$ cat config.mk
export PLATFORM = sky130hd
export DESIGN_NAME = utk_rot_stage
export DESIGN_NICKNAME = d
export VERILOG_FILES = /design/src/rtl/utk_pkg.sv /design/src/rtl/utk_rot_stage.sv
export SDC_FILE = /design/constraint.sdc
export NUM_CORES = 1
export LEC_CHECK = 0
export ABC_AREA = 1
export BUFFER_PORTS_ARGS = -buffer_cell sky130_fd_sc_hd__clkbuf_2
export CAP_MARGIN = 30
export CORE_MARGIN = 2
export CORE_UTILIZATION = 52
export DETAILED_ROUTE_END_ITERATION = 16
export PLACE_DENSITY = 0.78
export SETUP_SLACK_MARGIN = 0.4
export SYNTH_ARGS = -nofsm -noshare
export SYNTH_HDL_FRONTEND = slang
export SYNTH_SLANG_ARGS = --single-unit
$ cat constraint.sdc
create_clock -name clk_i -period 0.8 [get_ports clk_i]
set_input_delay 0.16 -clock clk_i [delete_from_list [all_inputs] [get_ports clk_i]]
set_output_delay 0.16 -clock clk_i [all_outputs]
set_load 0.05 [all_outputs]
$ cat src/rtl/utk_pkg.sv
package utk_pkg;

  localparam int unsigned CordicSteps = 16;
  localparam int unsigned VecW = 40;
  localparam int unsigned AngW = 22;
  localparam int unsigned RotW = 20;
  localparam int unsigned ErrW = 33;

  localparam logic signed [AngW-1:0] AngPi     = AngW'(205887);
  localparam logic signed [AngW-1:0] AngHalfPi = AngW'(102944);
  localparam logic signed [AngW-1:0] AngTwoPi  = AngW'(411775);
  localparam logic signed [RotW-1:0] CordicInvGain = RotW'(39797);

  typedef enum logic [1:0] {
    REG_GAIN_ALONG   = 2'd0,
    REG_GAIN_LATERAL = 2'd1,
    REG_GAIN_HEADING = 2'd2
  } reg_idx_e;

  typedef struct packed {
    logic signed [VecW-1:0] x;
    logic signed [VecW-1:0] y;
    logic signed [AngW-1:0] z;
  } vec_t;

  typedef struct packed {
    logic signed [RotW-1:0] x;
    logic signed [RotW-1:0] y;
    logic signed [AngW-1:0] a;
  } rot_t;

  typedef struct packed {
    logic signed [ErrW-1:0] ex;
    logic signed [ErrW-1:0] ey;
    logic signed [15:0]     rh;
    logic signed [15:0]     vr;
    logic signed [15:0]     wr;
    logic                   zero;
    logic                   neg_y;
    logic                   neg_d;
  } side_t;

  function automatic logic signed [AngW-1:0] atan_lut(input int unsigned i);
    logic signed [AngW-1:0] r;
    case (i)
      0:       r = AngW'(51472);
      1:       r = AngW'(30386);
      2:       r = AngW'(16055);
      3:       r = AngW'(8150);
      4:       r = AngW'(4091);
      5:       r = AngW'(2047);
      6:       r = AngW'(1024);
      7:       r = AngW'(512);
      8:       r = AngW'(256);
      9:       r = AngW'(128);
      10:      r = AngW'(64);
      11:      r = AngW'(32);
      12:      r = AngW'(16);
      13:      r = AngW'(8);
      14:      r = AngW'(4);
      15:      r = AngW'(2);
      default: r = '0;
    endcase
    return r;
  endfunction

  function automatic logic signed [AngW-1:0] wrap_ang(input logic signed [AngW-1:0] a);
    logic signed [AngW-1:0] r;
    r = a;
    if (a > AngPi) r = a - AngTwoPi;
    else if (a < -AngPi) r = a + AngTwoPi;
    return r;
  endfunction

  // round half up by 2^n, then clamp to 16 bits
  function automatic logic signed [15:0] rnd_sat16(input logic signed [63:0] v,
                                                   input int unsigned n);
    logic signed [63:0] r;
    logic signed [15:0] s;
    r = (v + (64'sd1 <<< (n - 1))) >>> n;
    if (r > 64'sd32767) s = 16'sh7fff;
    else if (r < -64'sd32768) s = 16'sh8000;
    else s = r[15:0];
    return s;
  endfunction

endpackage

$ cat src/rtl/utk_rot_stage.sv
module utk_rot_stage
  import utk_pkg::*;
#(
  parameter int unsigned Idx = 0
) (
  input  logic clk_i,
  input  logic rst_ni,
  input  logic en_i,
  input  logic vld_i,
  input  rot_t ry_i,
  input  rot_t rd_i,
  output logic vld_o,
  output rot_t ry_o,
  output rot_t rd_o
);
  logic vld_q;
  rot_t ry_q, rd_q;

  function automatic rot_t step(input rot_t r);
    rot_t o;
    logic signed [RotW-1:0] xs, ys;
    xs = r.x >>> Idx;
    ys = r.y >>> Idx;
    if (r.a >= 0) begin
      o.x = r.x - ys;
      o.y = r.y + xs;
      o.a = r.a - atan_lut(Idx);
    end else begin
      o.x = r.x + ys;
      o.y = r.y - xs;
      o.a = r.a + atan_lut(Idx);
    end
    return o;
  endfunction

  always_ff @(posedge clk_i or negedge rst_ni) begin
    if (!rst_ni) vld_q <= 1'b0;
    else if (en_i) vld_q <= vld_i;
  end

  always_ff @(posedge clk_i) begin
    if (en_i) begin
      ry_q <= step(ry_i);
      rd_q <= step(rd_i);
    end
  end

  assign vld_o = vld_q;
  assign ry_o  = ry_q;
  assign rd_o  = rd_q;
endmodule

==> results of run 1 <==
[synthesized netlist by cell type (all sizes together)]
| library cell | count |
|---|---|
| and3 | 1 |
| inv | 298 |
| a31oi | 5 |
| dfrtp | 1 |
| mux2 | 1 |
| or2 | 4 |
| a21oi | 123 |
| o21bai | 22 |
| o21ai | 90 |
| nand3 | 198 |
| and2 | 3 |
| a21o | 8 |
| ha | 148 |
| nand3b | 5 |
| buf | 49 |
| xnor2 | 10 |
| nor2 | 166 |
| xor2 | 46 |
| a21boi | 4 |
| edfxtp | 122 |
| nor4 | 3 |
| fa | 8 |
| nand2 | 579 |
| nand4 | 21 |
| nor3 | 20 |
| o22ai | 1 |
| o21a | 2 |
| o31ai | 1 |
[stage by stage]
| step | instances | utilization (%) | setup TNS (ps) | worst slack [ps] |
|---|---|---|---|---|
| CTS | 2945 | 91.80 | -124230 | -1174 |
| floorplan | 1939 | - | -92770 | -1412 |
| global placement | 2836 | 75.21 | -149650 | -1631 |
| detailed placement | 2836 | 75.21 | -155900 | -1730 |
[cell families after synthesis]
kind of cell,Yosys count,synth area share (%)
flip-flops,123,27.45
multiplexers,1,0.08379
buffers and inverters,347,11.23
XOR/XNOR,56,3.650
AO/OA/AOI/OAI,256,10.70
AND/OR/NAND/NOR,1000,31.92
adder cells (fa/ha/maj),156,14.97
[repair_timing]
action / CTS
setup buffers: 70
endpoints found under the hold margin: 10
gates resized for setup: 651
gates cloned: 6
endpoints found under the setup margin: 360
hold buffers: 1
pin swaps: 207
==> flow_summary.ini, run 1 <==
[placement]
port-buffer-count = 252
gp_congestion = 0.9580
place_area_sq_um = 18990
dp_hpwl_um = 36710

[outcome]
haltStage = 5_1_grt
status = stopped before the end
firstError = [ERROR DPL-0038] Utilization greater than 100%, impossible to legalize

[logic_synthesis]
syn-instance-count = 1939
synth_top_area_share_pct = 27.26
yosys.cell_types.count = 46
seq_area_frac_synth_pct = 27.45
ys_ff_latch = 123
yosysWarnings = 0
synthesis.area_sq_um = 13440
synth_nets = 2223
synth.top_cells.by_area = edfxtp_1 (27%), nand2_1 (16%), ha_1 (14%), inv_1 (8.1%), nand3_1 (7.2%)
avgSynthCellArea_sq_um = 6.930
synth_top_area_cell = edfxtp_1

[clock_tree]
h-tree-depth = 4
cts_buffer_depth = 2
clkSinkCount = 123
cts_buffers = 17
root_buffer = clkbuf_16

[floorplan]
dieHeight_um = 164.8
initial_utilization_pct = 53.21
num_io_pins = 253
die_x_um = 164.8
rows = 58

[global_route]
grt_max_degree = 41
==> run 2, diff against run 1 <==
- CORE_UTILIZATION: 52 -> 40
- PLACE_DENSITY: 0.78 -> not set
- PLACE_DENSITY_LB_ADDON: not set -> 0.15
- SETUP_SLACK_MARGIN: 0.4 -> not set
- clock period: 0.8 -> 1 ns (I/O delays scaled with it)
==> flow_summary.ini, run 2 <==
[critical_path]
critPathMaxFanout = 4
worst_ep_arrival_time_ps = 2250
worst-setup-path-type = in2reg
r2r_end = vld_o
rr_startpoint = vld_o
required_ps = 1210
r2r_cells = 1
cp-end-kind = flop
startpoint_type = input port
rrSetupSlack_ps = 210

[logic_synthesis]
synth_top_area_cell = edfxtp_1
ys_ff_latch = 123
ys_async_sr_fraction_pct = 0.8130
synthFlopType = edfxtp_1
yosys.cell_types.count = 46
seq_area_frac_synth_pct = 27.45
synth_most_common_cell = nand2_1
synth.top_cells.by_area = edfxtp_1 (27%), nand2_1 (16%), ha_1 (14%), inv_1 (8.1%), nand3_1 (7.2%)
synth_top_area_share_pct = 27.26
ys_top_cells_by_count = nand2_1 (568), inv_1 (290), nand3_1 (192)
synth_nets = 2223
yosysWarnings = 0
synth_edf_count = 122
synthesis.area_sq_um = 13440
syn-instance-count = 1939
avgSynthCellArea_sq_um = 6.930

[sta]
grt_setup_unrepaired = yes
hold_viol = 0
finalCritPeriodShare_pct = 204.1
finalWorstSetupSlack_ps = -1041
tightestPinTransition_ps = 491.2
drv_slew = 0
setup_violations = 235
clock.fmax_mhz = 489.9
finalClockSkew_ps = 0
slew_headroom_pct = 67.14
finalCriticalPeriod_ps = 2041

[clock_tree]
cts_buffer_depth = 2
clkSinkCount = 123
root_buffer = clkbuf_16
cts_buffers = 17
clkSlewWorstSetupHoldPaths_ps = 70
h-tree-depth = 4
cts_tree = built
insertion_delay_ps = 450

[floorplan]
die_x_um = 187.3
num_io_pins = 253
core-area_sq_um = 33280
die_area_sq_um = 35080
initial_utilization_pct = 40.38
rows = 67
dieHeight_um = 187.3

[cells_and_area]
nFillCells = 2326
final_common_cell = buf_4
final_cell_mix = buf_4 (400), nand2_1 (357), inv_1 (218), nand2_2 (167), edfxtp_1 (122)
multi_input_area_sq_um = 11790
area_delta_synth_final_pct = 86.41
seqCellArea_sq_um = 3689
nNetsFinal = 2947
drive_gt1_share_pct = 55.49

[placement]
dp_hpwl_um = 36870
port-buffer-count = 252
gp_congestion = 0.9392
dpl_worst_slack_ps = -1530

[drt]
ant_nets = 0
avgRoutedWirePerCell_um = 17.00
viasPerCell = 5.146
drc = 0
drtPass1Iterations = 5
vias = 16090
wirelength_um = 53160
drt_iter0_drc = 809

[pwr]
finalPower_mw = 30.11
vdd_drop_max_v = 0.001253
p_switching_mw = 12.61
p_clk_share_pct = 20.6
leakage_nw = 11.93
p_int_mw = 17.50
p_sw_share_pct = 41.87
p_seq_share_pct = 23.2
comb_power_share_pct = 56.1
power.density_nw_per_um2 = 1202

[global_route]
grt_max_degree = 46
overflow = 0
grt_pass1_vias = 15770
grt_usage_pct = 27.43
grt_pass1_wl_um = 76770
antenna_found_initial = 4

[outcome]
status = finished with violations
violations = setup timing

[flow_run]
maxCapViolations = 0

[worst_hold_path]
holdCritPathClass = in2async
[run 2: cell counts after synthesis]
No cell type changed its count.
[run 2: layer usage]
metal	share of wire (%)	vias to the layer above	track usage (%)
li1	-	7743	-
met5	0.024	-	0
met3	4.1	158	3.358
met1	39	7663	30.88
met2	53	527	51.56
met4	4.3	2	12.24
[run 2: timing repair]
item                                    in CTS  in global routing
cloned                                       2                  4
endpoints found under the setup margin     235                235
setup buffers                               69                 63
hold endpoints to repair                    10                  0
pin swaps                                  217                194
resized for setup                          641                386
hold buffers                                10                  0
[run 2: stage by stage]
stage / TNS, ps / hold slack [ps] / util, % / std cells / area (sq um)
final: -91710 / 68.98 / 75.27 / 3127 / 25050
after global routing: -102690 / 62.29 / 75.27 / 3127 / 25050
after CTS: -84390 / 52.25 / 69.49 / 3062 / 23130
after detailed placement: -121000 / -19.41 / 57.72 / 2963 / 19210
after global placement: -117940 / -24.94 / 57.72 / 2963 / 19210
after floorplan: -74750 / -95.59 / - / 1939 / 15030
[run 2: cell families (layout without fill, tap and decap cells)]
group / after synthesis / in the layout / share of synthesized area (%)
mux: 1 / 1 / 0.08379
fa+ha+maj: 156 / 156 / 14.97
xor+xnor: 56 / 56 / 3.650
compound gates: 256 / 256 / 10.70
buf+inv: 347 / 1084 / 11.23
other cells: 0 / 3 / 0
flops: 123 / 123 / 27.45
simple gates: 1000 / 1000 / 31.92
[run 2: power groups by stage]
stage / combinational (mW) / clock, mW / sequential, mW
after global placement: 12.4 / 0 / 6.94
after detailed placement: 12.5 / 0 / 6.96
after CTS: 15.0 / 6.25 / 6.96
after floorplan: 5.65 / 0 / 9.48
after global routing: 17.9 / 6.43 / 7.07
final: 16.9 / 6.21 / 7.00
[run 2: critical path: stages]
cell       delay (ps)
clkbuf_2          100
inv_1             100
nand3_2           100
nor2_4            150
nand4_1           190
nand2_4           210
clkbuf_16         180
ha_1              250
nand4_1           150
nor2_1             80
nor2_2            150
o21ai_2           100
buf_4             150
xor2_2            140
[run 2: how the worst max path moves through the flow]
stage	slack [ps]	from	cells after the start	end
6_report	-1040	rd_i[4]	14	rd_o[11]
5_1_grt	-1130	rd_i[8]	15	rd_o[15]
4_1_cts	-900	rd_i[19]	12	rd_o[12]
3_5_place_dp	-1530	rd_i[2]	13	rd_o[18]
3_3_place_gp	-1490	rd_i[7]	16	rd_o[21]
2_1_floorplan	-1250	rd_i[19]	13	rd_o[20]
[run 2: area by class of cell]
class / instances / area share, %
repair buffers: 754 / 28.45
diodes: 3 / 0.02997
inverters: 298 / 5.195
well taps: 448 / 2.238
clock buffers: 17 / 1.698
flip-flops and latches: 123 / 14.73
multi-input cells: 1469 / 47.05
clock inverters: 15 / 0.6094
Power figures use the tool's default switching activity.
==> run 3, diff against run 2 <==
- TNS_END_PERCENT: not set -> 100
- clock period: 1 -> 2.15 ns (I/O delays scaled with it)
==> flow_summary.ini, run 3 (synthesized netlist as in run 2, its figures left out) <==
[outcome]
status = finished with violations
violations = setup timing

[sta]
setup_violations = 12
tightestPinTransition_ps = 507.7
slew_headroom_pct = 65.79
hold_viol = 0
drv_slew = 0
finalWorstSetupSlack_ps = -199.6
grt_setup_unrepaired = yes
finalCritPeriodShare_pct = 109.3
clock.fmax_mhz = 425.6
finalCriticalPeriod_ps = 2350
finalClockSkew_ps = 0

[clock_tree]
insertion_delay_ps = 430
clkSinkCount = 123
clkSlewWorstSetupHoldPaths_ps = 60
h-tree-depth = 4
cts_tree = built
cts_buffers = 17
cts_buffer_depth = 2
root_buffer = clkbuf_16

[critical_path]
worst_ep_arrival_time_ps = 2530
r2r_cells = 1
slowest_delay_ps = 230
rrSetupSlack_ps = 1410
cp-end-kind = flop
path_depth = 13
path_cells = buf_6 -> or2_0 -> nor3_2 -> nand4_1 -> nand2_4 -> buf_12 -> ha_4 -> a21oi_4 -> o21ai_4 -> a21oi_4 -> o21ai_4 -> buf_4 -> xor2_1
critPathMaxFanout = 5
cp_top_family = simple AND/OR/NAND/NOR gates
cp_slowest_cell = a21oi_4
startpoint_type = input port
cp.buffers_inverters = 3
worst-setup-path-type = in2reg
required_ps = 2330

[floorplan]
rows = 67
die_area_sq_um = 35080
num_io_pins = 253
die_x_um = 187.3
dieHeight_um = 187.3
initial_utilization_pct = 40.38
core-area_sq_um = 33280

[global_route]
grt_pass1_vias = 14320
overflow = 0
grt_usage_pct = 24.83
grt_pass1_wl_um = 69630
antenna_found_initial = 0
grt_max_degree = 71

[cells_and_area]
final_cell_mix = nand2_1 (550), buf_4 (360), inv_1 (286), clkbuf_2 (242), nand3_1 (188)
drive_gt1_share_pct = 31.89
nFillCells = 3241
nNetsFinal = 2814
final_common_cell = nand2_1
area_delta_synth_final_pct = 42.00
finalNonFillerCells = 2991
num_antenna_cells = 0

[placement]
gp_congestion = 0.9091
place_inst = 2946
dp_hpwl_um = 36320
port-buffer-count = 252
dpl_worst_slack_ps = -747.1

[pwr]
p_sw_share_pct = 41.35
p_switching_mw = 4.766
comb_power_share_pct = 48.3
leakage_nw = 9.994
vdd_drop_max_v = 0.0005632
p_int_mw = 6.762
p_seq_share_pct = 27.6
power.density_nw_per_um2 = 604.1
p_clk_share_pct = 24.0

[drt]
drt_iter0_drc = 687
viasPerCell = 4.813
wirelength_um = 43840
drtPass1Iterations = 6
drc = 0
vias = 14400
avgRoutedWirePerCell_um = 14.66
ant_nets = 0

[worst_hold_path]
worst_hold_path.num_cells = 1
holdCritPathClass = in2reg

[flow_run]
maxCapViolations = 0
==> run 3: routing by layer <==
metal	up-vias	track usage (%)	part of all wire [%]
met5	-	0	0
met2	300	45.72	51
met4	0	8.089	2.5
met1	6578	30.01	43
li1	7456	-	-
met3	63	2.833	3.1
==> run 3: per-stage QoR <==
step / area (sq um) / hold slack (ps) / TNS [ps] / total power [mW] / utilization, %
final: 19080 / 173.0 / -1698 / 11.53 / 57.34
after global routing: 19080 / 157.1 / -3439 / 12.20 / 57.34
after CTS: 18610 / 173.0 / -769.3 / 11.44 / 55.92
after detailed placement: 17960 / 208.2 / -30500 / 8.621 / 53.96
after global placement: 17960 / 204.4 / -31810 / 8.570 / 53.96
after floorplan: 13820 / 134.4 / -5434 / 6.667 / -
==> run 3: power by group through the flow <==
stage / logic [mW] / registers (mW) / clock network [mW]
after floorplan: 2.26 / 4.41 / 0
after global placement: 5.33 / 3.24 / 0
after detailed placement: 5.38 / 3.24 / 0
after CTS: 5.43 / 3.19 / 2.81
after global routing: 6.07 / 3.22 / 2.92
final: 5.57 / 3.19 / 2.77
==> run 3: repair_timing <==
item / 4_1_cts / 5_1_grt
hold endpoints to repair: 1 / 0
gates cloned: 0 / 2
resized for setup: 15 / 89
pin swaps: 4 / 47
hold buffers: 1 / 0
buffers inserted: 3 / 7
endpoints found under the setup margin: 19 / 33
==> run 3: worst paths after layout <==
kind	start	to
max	rd_i[19]	rd_o[12]
min	ry_i[3]	ry_o[3]
max reg2reg	vld_o	vld_o
min reg2reg	vld_o	vld_o
max in group asynchronous	rst_ni	vld_o
min in group asynchronous	rst_ni	vld_o
==> run 3: final cells by class <==
class	instances	area (sq um)	area share (%)
inverters	298	1151	6.032
clock buffers	21	440.4	2.308
multi-input cells	1469	8932	46.81
flip-flops and latches	123	3689	19.33
well taps	448	560.5	2.938
clock inverters	11	102.6	0.5377
repair buffers	621	4207	22.04
==> run 4, diff against run 3 <==
- ABC_AREA: 1 -> not set
==> flow_summary.ini, run 4 <==
[outcome]
status = finished with violations
violations = setup timing

[critical_path]
slowest_delay_ps = 540
startpoint_type = input port
worst-setup-path-type = in2reg
setup.worst_path.start = rd_i[15]
required_ps = 2460
cp_top_family = simple AND/OR/NAND/NOR gates
worst_ep_arrival_time_ps = 3300
path_cells = buf_6 -> or4_4 -> o41ai_4 -> buf_6 -> ha_4 -> nor2b_4 -> o21ai_2 -> a21boi_2 -> o31a_1 -> o31a_1 -> or4b_1 -> nand3_1
rr_startpoint = vld_o
cp-end-kind = flop
cp_slowest_cell = or4_4
critPathMaxFanout = 4
cp.buffers_inverters = 2

[sta]
clock.fmax_mhz = 333.9
finalCriticalPeriod_ps = 2995
finalCritPeriodShare_pct = 139.3
finalClockSkew_ps = 0
setup_violations = 94
finalWorstSetupSlack_ps = -844.6
tightestPinTransition_ps = 658.8
drv_slew = 0
hold_viol = 0
grt_setup_unrepaired = yes
slew_headroom_pct = 55.89

[global_route]
grt_usage_pct = 26.54
grt_pass1_wl_um = 64000
grt_max_degree = 52
overflow = 0
antenna_found_initial = 0
grt_pass1_vias = 12500

[pwr]
p_seq_share_pct = 26.2
power.density_nw_per_um2 = 623.4
finalPower_mw = 12.60
p_int_mw = 7.536
p_switching_mw = 5.064
vdd_drop_max_v = 0.0005604
p_sw_share_pct = 40.19
leakage_nw = 9.288
comb_power_share_pct = 50.1
p_clk_share_pct = 23.7

[drt]
avgRoutedWirePerCell_um = 18.20
vias = 12900
drc = 0
drt_iter0_drc = 985
ant_nets = 0
viasPerCell = 5.320
wirelength_um = 44140
drtPass1Iterations = 5

[cells_and_area]
drive_gt1_share_pct = 53.50
final_cell_mix = buf_4 (457), clkbuf_2 (240), edfxtp_1 (122), ha_1 (112), inv_1 (110)
final_core_util_pct = 70.80
area_delta_synth_final_pct = 74.80
nNetsFinal = 2312
final_common_cell = buf_4
finalNonFillerCells = 2425
num_antenna_cells = 0
nFillCells = 2225

[clock_tree]
clkSinkCount = 123
root_buffer = clkbuf_16
clkSlewWorstSetupHoldPaths_ps = 60
cts_tree = built
cts_buffers = 17
h-tree-depth = 4
insertion_delay_ps = 440
cts_buffer_depth = 2

[floorplan]
rows = 62
num_io_pins = 253
die_x_um = 174.0
initial_utilization_pct = 40.50
die_area_sq_um = 30280
core-area_sq_um = 28550
dieHeight_um = 174.0

[logic_synthesis]
ys_top_cells_by_count = ha_1 (148), inv_1 (131), edfxtp_1 (122)
ys_ff_latch = 123
yosys.cell_types.count = 76
synthFlopType = edfxtp_1
ys_async_sr_fraction_pct = 0.8130
synth.top_cells.by_area = edfxtp_1 (32%), ha_1 (16%), xnor2_1 (5.8%), a21oi_1 (4.8%), inv_1 (4.3%)
synth_top_area_share_pct = 31.68
avgSynthCellArea_sq_um = 8.998
synth_most_common_cell = ha_1
yosysWarnings = 0
synth_edf_count = 122
synth_nets = 1569
synthesis.area_sq_um = 11560
synth_top_area_cell = edfxtp_1
seq_area_frac_synth_pct = 31.90
syn-instance-count = 1285

[flow_run]
maxCapViolations = 0

[placement]
gp_congestion = 0.9303
dpl_worst_slack_ps = -1332
place_inst = 2315
dp_hpwl_um = 31440
port-buffer-count = 252

[worst_hold_path]
hp-start = rd_i[2]
holdCritPathClass = in2reg
run 4: cell count changes after synthesis, sizes merged, moves of 16 or more:
| cell | previous run | this run |
|---|---|---|
| a21o | 8 | 29 |
| buf | 49 | 24 |
| inv | 298 | 132 |
| o21ai | 90 | 74 |
| xnor2 | 10 | 76 |
| nor3 | 20 | 37 |
| nor2 | 166 | 105 |
| nand3 | 198 | 24 |
| a211oi | 0 | 18 |
| xor2 | 46 | 20 |
| nor2b | 0 | 25 |
| nand2 | 579 | 52 |
| clkbuf | 0 | 25 |
run 4: cell families after synthesis:
logic type      synth area share, %
flops                         31.90
compound gates                21.75
mux                           1.223
fa+ha+maj                     17.40
simple gates                  14.26
buf+inv                       6.190
xor+xnor                      7.272
run 4: through the flow:
| stage | TNS, ps | cell area [sq um] | hold slack [ps] |
|---|---|---|---|
| CTS | -19650 | 19010 | 171.6 |
| detailed placement | -78260 | 17270 | 206.0 |
| finish | -26160 | 20210 | 181.4 |
| global placement | -75220 | 17270 | 205.8 |
| global route | -33920 | 20210 | 185.2 |
| floorplan | -31930 | 12560 | 134.4 |
run 4: power groups by stage:
stage	combinational, mW	clock [mW]	sequential, mW
2_1_floorplan	2.09	0	4.64
3_3_place_gp	5.36	0	3.34
3_5_place_dp	5.43	0	3.35
4_1_cts	5.83	3.00	3.30
5_1_grt	6.68	3.09	3.33
6_report	6.32	2.98	3.30
run 4: routing by layer:
metal | part of all wire, % | track usage (%) | vias up
met3 | 5.6 | 3.893 | 88
met2 | 48 | 44.17 | 466
met4 | 2.8 | 9.174 | 0
li1 | - | - | 6165
met5 | 0 | 0 | -
met1 | 43 | 35.30 | 6182
run 4: final cells by class:
class,instances,area [sq um],share of cell area (%)
repair buffers,773,5836,28.87
clock buffers,19,432.9,2.142
well taps,384,480.5,2.377
inverters,133,551.8,2.730
clock inverters,13,151.4,0.7491
multi-input cells,980,9070,44.88
flip-flops and latches,123,3689,18.25
run 4: what timing repair did:
item,4_1_cts,5_1_grt
setup buffers,42,41
hold buffers,1,0
gates resized for setup,153,192
pin swaps,90,100
setup endpoints to repair,100,104
gates cloned,4,10
hold endpoints to repair,1,0
run 4: worst paths after layout:
kind | endpoint | slack (ps) | cells past startpoint
setup / recovery | rd_o[18] | -840 | 12
setup reg to reg | vld_o | 1410 | 1
hold / removal | rd_o[2] | 180 | 1
min in group asynchronous | vld_o | 300 | 2
max in group asynchronous | vld_o | 1770 | 2
hold reg to reg | vld_o | 510 | 1
